[config.mk]
export PLATFORM = sky130hd
export DESIGN_NAME = binary_patch_size_scanner
export DESIGN_NICKNAME = d
export VERILOG_FILES = /design/src/rtl/core/bpss_pkg.sv /design/src/rtl/core/binary_patch_size_scanner.sv /design/src/rtl/core/bpss_front.sv /design/src/rtl/core/bpss_queue.sv /design/src/rtl/core/bpss_back.sv
export SDC_FILE = /design/constraint.sdc
export NUM_CORES = 1
export LEC_CHECK = 0
export BUFFER_PORTS_ARGS = -buffer_cell sky130_fd_sc_hd__clkbuf_2
export CORE_MARGIN = 1
export CORE_UTILIZATION = 50
export DETAILED_ROUTE_END_ITERATION = 10
export GPL_ROUTABILITY_DRIVEN = 0
export PLACE_DENSITY = 0.64
export SLEW_MARGIN = 20
export SYNTH_ARGS = -nofsm -noshare
export SYNTH_HDL_FRONTEND = slang
export SYNTH_HIERARCHICAL = 1
export SYNTH_SLANG_ARGS = --single-unit
[constraint.sdc]
create_clock -name clk -period 19.11 [get_ports clk]
set_input_delay 2.8665 -clock clk [delete_from_list [all_inputs] [get_ports clk]]
set_output_delay 2.8665 -clock clk [all_outputs]
set_load 0.02 [all_outputs]
[src/rtl/core/bpss_pkg.sv]
// ----------------------------------------------------------------------------
// bpss_pkg
// Shared types and constants for the binary patch size scanner.
// ----------------------------------------------------------------------------
package bpss_pkg;

    // Header layout: three big-endian 32-bit words (start, end, data length)
    localparam logic [3:0] HEADER_BYTES = 4'd12;
    localparam logic [3:0] WORD_BYTES   = 4'd4;
    localparam int         PAIR_BYTES   = 8;
    localparam int         PAIR_W       = PAIR_BYTES * 8;

    // Width of one size contribution: a hunk term (start - prev_end + len)
    // plus the closing term (orig_length - end) always fits in 35 signed bits.
    localparam int DELTA_W = 35;
    localparam int SIZE_W  = 64;

    // Entries in the queue between front and back
    localparam int QUEUE_DEPTH = 2;

    // Command from front to back
    typedef struct packed {
        logic                      finish;  // close the stream, emit a result
        logic                      bad;     // stream cannot be decoded
        logic signed [DELTA_W-1:0] delta;   // amount to add to the running size
    } cmd_t;

endpackage

[src/rtl/core/binary_patch_size_scanner.sv]
// ----------------------------------------------------------------------------
// binary_patch_size_scanner
// Computes the length of the text that a binary delta produces.
// ----------------------------------------------------------------------------
// The block takes one delta byte per request on the patch channel and accepts
// a new request every cycle while the command queue has room; the rate is one
// byte per clock, set by the front end's byte-wide header and skip logic.
// Each hunk is a 12-byte header of big-endian start, end and length words
// followed by length data bytes that are skipped. The request with last_item
// high closes the stream and yields one result request: patched_size = sum of
// (start - previous end + length) over all hunks, plus orig_length - final
// end, wrapping at 64 bits, with status 0. A header whose start exceeds its
// end, or a stream that stops inside a header or inside hunk data, gives
// status 1 and size 0. A request with byte_valid low carries no byte; with
// last_item high it ends the stream, so an empty delta reports orig_length.
// The result of a stream passes from the last request through the queue and
// then through the output register, and it waits in that register while
// the next stream's bytes keep flowing. patch_ready drops only when the next
// stream's closing request and one more command fill the two-entry queue
// behind a waiting result; it rises again at the edge where that result is
// taken. Write orig_length through cfg_wr_en / cfg_wr_data only while the
// block is idle; it survives across streams and resets to zero.
// ----------------------------------------------------------------------------
module binary_patch_size_scanner (
    input  logic                         clk,
    input  logic                         rst_n,
    // configuration
    input  logic                         cfg_wr_en,
    input  logic [31:0]                  cfg_wr_data,
    // delta byte requests
    input  logic                         patch_valid,
    output logic                         patch_ready,
    input  logic [7:0]                   patch_byte,
    input  logic                         byte_valid,
    input  logic                         last_item,
    // result requests
    output logic                         result_valid,
    input  logic                         result_ready,
    output logic [bpss_pkg::SIZE_W-1:0]  patched_size,
    output logic                         status
);
    import bpss_pkg::*;

    logic [31:0] orig_length_reg;
    cmd_t        front_cmd;
    cmd_t        queue_head;
    logic        front_push;
    logic        queue_pop;
    logic        queue_not_empty;
    logic        queue_full;

    // Hold the original length; the user must write it only while idle (not enforced here).
    always_ff @(posedge clk or negedge rst_n)
    begin
        if (!rst_n)
        begin
            orig_length_reg <= '0;
        end
        else if (cfg_wr_en)
        begin
            orig_length_reg <= cfg_wr_data;
        end
    end

    // Front end: assemble headers, skip data, classify each byte, and issue a
    // size request when a hunk completes or the stream ends.
    bpss_front u_front (
        .clk         (clk),
        .rst_n       (rst_n),
        .patch_valid (patch_valid),
        .patch_ready (patch_ready),
        .patch_byte  (patch_byte),
        .byte_valid  (byte_valid),
        .last_item   (last_item),
        .orig_length (orig_length_reg),
        .queue_full  (queue_full),
        .push        (front_push),
        .cmd         (front_cmd)
    );

    // Queue: decouple byte intake from result backpressure.
    bpss_queue u_queue (
        .clk       (clk),
        .rst_n     (rst_n),
        .push      (front_push),
        .push_data (front_cmd),
        .pop       (queue_pop),
        .head      (queue_head),
        .not_empty (queue_not_empty),
        .full      (queue_full)
    );

    // Back end: advance the 64-bit running size and present the result.
    bpss_back u_back (
        .clk          (clk),
        .rst_n        (rst_n),
        .head         (queue_head),
        .not_empty    (queue_not_empty),
        .pop          (queue_pop),
        .result_valid (result_valid),
        .result_ready (result_ready),
        .patched_size (patched_size),
        .status       (status)
    );

    a_stall_only_on_full: assert property (@(posedge clk) disable iff (!rst_n)
        !patch_ready |-> queue_full)
        else $error("byte requests stalled without a full queue");

endmodule

[src/rtl/core/bpss_front.sv]
// ----------------------------------------------------------------------------
// bpss_front
// Accepts delta bytes, assembles hunk headers, skips hunk data and issues
// size commands to the back end.
// ----------------------------------------------------------------------------
module bpss_front (
    input  logic                  clk,
    input  logic                  rst_n,
    input  logic                  patch_valid,
    output logic                  patch_ready,
    input  logic [7:0]            patch_byte,
    input  logic                  byte_valid,
    input  logic                  last_item,
    input  logic [31:0]           orig_length,
    input  logic                  queue_full,
    output logic                  push,
    output bpss_pkg::cmd_t        cmd
);
    import bpss_pkg::*;

    logic [3:0]        hdr_cnt_reg, hdr_cnt_next, hdr_cnt_inc;
    logic [PAIR_W-1:0] shift_reg, shift_next, shift_fill;
    logic [31:0]       start_reg, start_next, start_fill;
    logic [31:0]       skip_reg, skip_next;
    logic [31:0]       prev_end_reg, prev_end_next;
    logic              in_data_reg, in_data_next;
    logic              broken_reg, broken_next;
    logic [31:0]       end_w, len_w;
    logic              accept, take, finishing, hunk_done;
    logic [DELTA_W-1:0] hunk_part, tail_part;

    assign patch_ready = !queue_full;
    assign accept      = patch_valid && patch_ready;
    assign take        = accept && byte_valid && !broken_reg;
    assign finishing   = accept && last_item;

    assign hdr_cnt_inc = hdr_cnt_reg + 4'd1;
    assign shift_fill  = {shift_reg[PAIR_W-9:0], patch_byte};
    assign start_fill  = {start_reg[23:0], patch_byte};
    assign end_w       = shift_fill[PAIR_W-1:32];
    assign len_w       = shift_fill[31:0];

    always_comb
    begin
        hdr_cnt_next  = hdr_cnt_reg;
        shift_next    = shift_reg;
        start_next    = start_reg;
        skip_next     = skip_reg;
        prev_end_next = prev_end_reg;
        in_data_next  = in_data_reg;
        broken_next   = broken_reg;
        hunk_done     = 1'b0;
        hunk_part     = '0;
        tail_part     = '0;
        cmd           = '0;

        if (take)
        begin
            if (in_data_reg)
            begin
                // skip one data byte
                skip_next = skip_reg - 32'd1;
                if (skip_reg == 32'd1)
                begin
                    in_data_next = 1'b0;
                end
            end
            else
            begin
                if (hdr_cnt_reg < WORD_BYTES)
                begin
                    start_next = start_fill;
                end
                else
                begin
                    shift_next = shift_fill;
                end
                hdr_cnt_next = hdr_cnt_inc;
                if (hdr_cnt_inc == HEADER_BYTES)
                begin
                    hdr_cnt_next = '0;
                    shift_next   = '0;
                    if (start_reg > end_w)
                    begin
                        broken_next = 1'b1;
                    end
                    else
                    begin
                        hunk_done     = 1'b1;
                        hunk_part     = {3'b000, start_reg} - {3'b000, prev_end_reg}
                                        + {3'b000, len_w};
                        prev_end_next = end_w;
                        start_next    = '0;
                        skip_next     = len_w;
                        in_data_next  = (len_w != 32'd0);
                    end
                end
            end
        end

        if (finishing)
        begin
            tail_part  = {3'b000, orig_length} - {3'b000, prev_end_next};
            cmd.finish = 1'b1;
            cmd.bad    = broken_next || (hdr_cnt_next != 4'd0) || in_data_next;
            // drop all stream state for the next delta
            hdr_cnt_next  = '0;
            shift_next    = '0;
            start_next    = '0;
            skip_next     = '0;
            prev_end_next = '0;
            in_data_next  = 1'b0;
            broken_next   = 1'b0;
        end

        cmd.delta = hunk_part + tail_part;
    end

    assign push = hunk_done || finishing;

    always_ff @(posedge clk or negedge rst_n)
    begin
        if (!rst_n)
        begin
            hdr_cnt_reg  <= '0;
            shift_reg    <= '0;
            start_reg    <= '0;
            skip_reg     <= '0;
            prev_end_reg <= '0;
            in_data_reg  <= 1'b0;
            broken_reg   <= 1'b0;
        end
        else
        begin
            hdr_cnt_reg  <= hdr_cnt_next;
            shift_reg    <= shift_next;
            start_reg    <= start_next;
            skip_reg     <= skip_next;
            prev_end_reg <= prev_end_next;
            in_data_reg  <= in_data_next;
            broken_reg   <= broken_next;
        end
    end

    a_hdr_excludes_data: assert property (@(posedge clk) disable iff (!rst_n)
        (hdr_cnt_reg != 4'd0) |-> !in_data_reg)
        else $error("header collection overlaps data skip");

    a_data_has_bytes: assert property (@(posedge clk) disable iff (!rst_n)
        in_data_reg |-> (skip_reg != 32'd0))
        else $error("data skip active with nothing left to skip");

endmodule

[src/rtl/core/bpss_queue.sv]
// ----------------------------------------------------------------------------
// bpss_queue
// Small command queue between front and back end.
// ----------------------------------------------------------------------------
module bpss_queue (
    input  logic           clk,
    input  logic           rst_n,
    input  logic           push,
    input  bpss_pkg::cmd_t push_data,
    input  logic           pop,
    output bpss_pkg::cmd_t head,
    output logic           not_empty,
    output logic           full
);
    import bpss_pkg::*;

    localparam int PTR_W = $clog2(QUEUE_DEPTH);
    localparam int CNT_W = $clog2(QUEUE_DEPTH + 1);

    cmd_t             entries [QUEUE_DEPTH];
    logic [PTR_W-1:0] wr_ptr_reg, wr_ptr_next;
    logic [PTR_W-1:0] rd_ptr_reg, rd_ptr_next;
    logic [CNT_W-1:0] count_reg, count_next;

    assign not_empty = (count_reg != '0);
    assign full      = (count_reg == CNT_W'(QUEUE_DEPTH));
    assign head      = entries[rd_ptr_reg];

    always_comb
    begin
        wr_ptr_next = wr_ptr_reg;
        rd_ptr_next = rd_ptr_reg;
        count_next  = count_reg;
        if (push)
        begin
            wr_ptr_next = (wr_ptr_reg == PTR_W'(QUEUE_DEPTH - 1)) ? '0 : wr_ptr_reg + 1'b1;
        end
        if (pop)
        begin
            rd_ptr_next = (rd_ptr_reg == PTR_W'(QUEUE_DEPTH - 1)) ? '0 : rd_ptr_reg + 1'b1;
        end
        if (push && !pop)
        begin
            count_next = count_reg + 1'b1;
        end
        else if (pop && !push)
        begin
            count_next = count_reg - 1'b1;
        end
    end

    always_ff @(posedge clk)
    begin
        if (push)
        begin
            entries[wr_ptr_reg] <= push_data;
        end
    end

    always_ff @(posedge clk or negedge rst_n)
    begin
        if (!rst_n)
        begin
            wr_ptr_reg <= '0;
            rd_ptr_reg <= '0;
            count_reg  <= '0;
        end
        else
        begin
            wr_ptr_reg <= wr_ptr_next;
            rd_ptr_reg <= rd_ptr_next;
            count_reg  <= count_next;
        end
    end

    a_no_overflow: assert property (@(posedge clk) disable iff (!rst_n)
        full |-> !push || pop)
        else $error("request pushed into a full queue");

    a_no_underflow: assert property (@(posedge clk) disable iff (!rst_n)
        pop |-> not_empty)
        else $error("pop from an empty queue");

endmodule

[src/rtl/core/bpss_back.sv]
// ----------------------------------------------------------------------------
// bpss_back
// Accumulates the running size from queued commands and holds the result.
// ----------------------------------------------------------------------------
module bpss_back (
    input  logic                         clk,
    input  logic                         rst_n,
    input  bpss_pkg::cmd_t               head,
    input  logic                         not_empty,
    output logic                         pop,
    output logic                         result_valid,
    input  logic                         result_ready,
    output logic [bpss_pkg::SIZE_W-1:0]  patched_size,
    output logic                         status
);
    import bpss_pkg::*;

    logic [SIZE_W-1:0] running_reg, running_next;
    logic [SIZE_W-1:0] sum;
    logic              out_valid_reg, out_valid_next;
    logic [SIZE_W-1:0] size_reg;
    logic              status_reg;
    logic              slot_free;

    assign sum       = running_reg + {{(SIZE_W-DELTA_W){head.delta[DELTA_W-1]}}, head.delta};
    assign slot_free = !out_valid_reg || result_ready;
    assign pop       = not_empty && (!head.finish || slot_free);

    always_comb
    begin
        running_next   = running_reg;
        out_valid_next = out_valid_reg;
        if (result_ready)
        begin
            out_valid_next = 1'b0;
        end
        if (pop)
        begin
            if (head.finish)
            begin
                running_next   = '0;
                out_valid_next = 1'b1;
            end
            else
            begin
                running_next = sum;
            end
        end
    end

    always_ff @(posedge clk or negedge rst_n)
    begin
        if (!rst_n)
        begin
            running_reg   <= '0;
            out_valid_reg <= 1'b0;
        end
        else
        begin
            running_reg   <= running_next;
            out_valid_reg <= out_valid_next;
        end
    end

    always_ff @(posedge clk)
    begin
        if (pop && head.finish)
        begin
            size_reg   <= head.bad ? '0 : sum;
            status_reg <= head.bad;
        end
    end

    assign result_valid = out_valid_reg;
    assign patched_size = size_reg;
    assign status       = status_reg;

    a_error_zero_size: assert property (@(posedge clk) disable iff (!rst_n)
        (result_valid && status) |-> (patched_size == '0))
        else $error("error result carries a nonzero size");

endmodule

==> metrics.md <==
| Metric | Value |
|---|---|
| Status | `completed` |
| Ys async rst share | `65.1%` |
| Core Rows | `85` |
| Area Growth Syn to Fin | `9.30%` |
| Synth warnings | `6` |
| Minimum clock period | `10440 ps` |
| # Max-Cap Violations | `0` |
| Skew-Pair Late Insertion Delay | `610 ps` |
| Post-cts gate resize count | `0` |
| First-pass GRT wire length | `121 mm` |
| Number of fill cells | `4685` |
| Worst Tran Pin Value | `1070 ps` |
| Endpoints failing hold | `0` |
| Grt total ovfl | `0` |
| Highest-count cells in the layout ignoring fill and taps | `nor2_1 (269), dfrtp_1 (258), ha_1 (227)` |
| Syn Nets | `3175` |
| Post-CTS setup buffers | `0` |
| Initial antenna violation count | `0` |
| Diode count | `0` |
| Mapped Area | `27300 sq um` |
| Final setup TNS | `0 ps` |
| Met1 wire length | `33.4 mm` |
| Cells after Synth | `2896` |
| Fin cells | `3688` |
| Die area | `55500 sq um` |
| # nets final | `3234` |
| Synth Flop Type | `dfrtp_1` |
| Via-to-Cell Ratio | `6.15` |
| DR vias | `22700` |
| Fraction of the yosys area taken by sequential cells | `39.0%` |
| Sinks on Clock Net | `398` |
| 1st-iter DRT viols | `1794` |
| CP required | `19440 ps` |
| Critical Path AT | `10780 ps` |
| Drt first pass iters | `6` |
| Crit path launch | `patch_valid` |
| Hold path depth | `1` |
| Core ar. | `53900 sq um` |
| Longest Clk Path Bufs | `3` |
| Hold Path Class | `reg -> reg` |
| Top Metal Used | `met4` |
| Final ANT Viol Nets | `0` |
| Power Density | `184 nW/um^2` |
| Syn Area/Cell | `9.42 sq um` |
| Leading cell type in the layout, fill and taps excluded | `nor2_1` |
| Static Leak | `13.7 nW` |
| Tightest hold margin | `480 ps` |
| # H-tree levels | `2` |
| Met2 wire len | `35.8 mm` |
| EDFF count, synth | `139` |
| Total placed cells including tap cells | `3602` |
| Hold Startpoint | `u_queue/count_reg[1]` |
| Total GRT Usage | `27.4%` |
| Root Driver | `clkbuf_16` |
| Peak supply drop | `93.3 uV` |
| DRC viols | `0` |
| DP HPWL | `57.2 mm` |
| TritonCTS clock tree | `built` |
| Pin count of the biggest net entering global routing | `175` |
| Slew headroom | `28.8%` |
| Total CTS buffers | `45` |
| Final setup viols | `0` |
| # IOs | `114` |
| Layout Skew | `26.1 ps` |
| Max Clk Rate | `95.7 MHz` |
| Crit path max fanout | `96` |
| Vias in the first global route | `22000` |
| Die height | `236 microns` |
| Worst reg-to-reg path cell count | `28` |
| Critical R2R Launch | `u_front/start_reg[31]` |
| Period utilization | `54.7%` |
| Ratio of cells with drive above 1 in the final layout | `10.9%` |
| Crit start category | `input port` |
| Number of distinct library cells after synthesis | `99` |
| Cts hold-fix bufs | `0` |
| CP Class | `in -> reg` |
| Worst setup EP type | `flop` |
| Die W | `236 microns` |
| Final Max Tran Viols | `0` |
| Clk slew on worst S/H paths | `60 ps` |
| Largest register FFs | `74` |
| RSZ-0062 raised after global routing | `false` |
| #FFs+latches synth | `398` |
| Final core utilization | `55.3%` |
| IO Port Bufs | `113` |
| Met3 WL | `3.73 mm` |
| Routed len/inst | `20.8 microns` |
| Initial Utilization | `50.6%` |
| Post-detailed-routing wire length | `76.9 mm` |
[report_power, final]
| group | internal [mW] | switching, mW |
|---|---|---|
| combinational | 1.28 | 1.99 |
| sequential | 1.18 | 0.193 |
| clock | 0.475 | 0.380 |
| total | 2.94 | 2.56 |
[worst paths after layout]
| path | endpoint | slack, ps |
|---|---|---|
| hold / removal | u_queue/count_reg[1] | 480 |
| min in group asynchronous | u_back/running_reg[58] | 2280 |
| setup / recovery | u_queue/entries[1][33] | 8670 |
| max in group asynchronous | orig_length_reg[28] | 15350 |
| hold reg to reg | u_queue/count_reg[1] | 480 |
| setup reg to reg | u_queue/entries[1][33] | 10050 |
[area by class of cell]
cell class	count	area, sq um	area share (%)
multi-input combinational	2242	15600	52.2
sequential	398	10700	35.7
clock buffer	61	1230	4.11
tap	696	871	2.92
timing repair buffer	133	778	2.61
inverter	135	507	1.70
clock inverter	23	235	0.789
[stage by stage]
stage	cell area [sq um]	power [mW]	setup slack [ps]
floorplan	27300	3.76	9600
global placement	28300	4.52	8470
detailed placement	28300	4.60	8250
CTS	29800	5.48	8840
global route	29800	5.88	8310
finish	29800	5.50	8670
[critical path, cell delays in order]
cell      delay (ps)
clkbuf_2          80
nor2b_1          380
and3_1           420
nand2b_1         290
or4_4            590
buf_4            420
nor2_1           240
a21oi_1           80
ha_1             400
a21o_1           200
a21o_1           170
a21o_1           190
a32o_1           220
a31oi_1          470
o21ai_1          240
xnor2_1          200
nor2_1            60
ha_1             360
a221o_1          340
or3_1            320
o221ai_1         310
a21oi_1          170
o41ai_1          620
o31ai_1          190
o31ai_1          340
o21ai_0          220
a211o_1          330
[cell usage after synthesis, drive strengths merged, types with 9 or more instances]
| master | n | area [sq um] |
|---|---|---|
| nor2 | 274 | 1030 |
| dfrtp | 259 | 6480 |
| a21oi | 227 | 1140 |
| ha | 227 | 2840 |
| nand2 | 214 | 803 |
| o21ai | 184 | 921 |
| edfxtp | 139 | 4170 |
| inv | 135 | 507 |
| nand3 | 121 | 606 |
| a21o | 105 | 788 |
| xnor2 | 100 | 876 |
| clkbuf | 99 | 407 |
| mux2 | 71 | 987 |
| xor2 | 71 | 622 |
| nor2b | 70 | 438 |
| a22o | 69 | 604 |
| nor3 | 54 | 275 |
| nand4 | 36 | 225 |
| nand2b | 29 | 181 |
| o21a | 29 | 233 |
| o31ai | 26 | 214 |
| a31oi | 25 | 178 |
| o21bai | 25 | 191 |
| a211oi | 23 | 178 |
| and2 | 20 | 125 |
| buf | 20 | 193 |
| nor4 | 20 | 140 |
| or3 | 20 | 125 |
| a22oi | 16 | 120 |
| o221ai | 16 | 140 |
| and3 | 15 | 95.1 |
| o211ai | 14 | 110 |
| a21boi | 13 | 97.6 |
| a211o | 11 | 96.3 |
| o41ai | 9 | 78.8 |
| or2 | 9 | 56.3 |
[cell families (layout without fill, tap and decap cells)]
logic type / after synthesis / count (layout) / share of synthesized area, %
mux: 76 / 76 / 3.85
simple gates: 914 / 914 / 16.1
buf+inv: 256 / 352 / 4.13
fa+ha+maj: 233 / 233 / 10.8
xor+xnor: 171 / 171 / 5.49
compound gates: 848 / 848 / 20.6
flops: 398 / 398 / 39.0
[per-layer routing]
metal  vias up  global-route usage [%]
met5         -                       0
met4         0                    13.7
met3       216                    3.08
met2       773                    45.4
met1     11000                    35.6
li1      10700                       -
No activity file was read; power rests on OpenSTA's default activity.
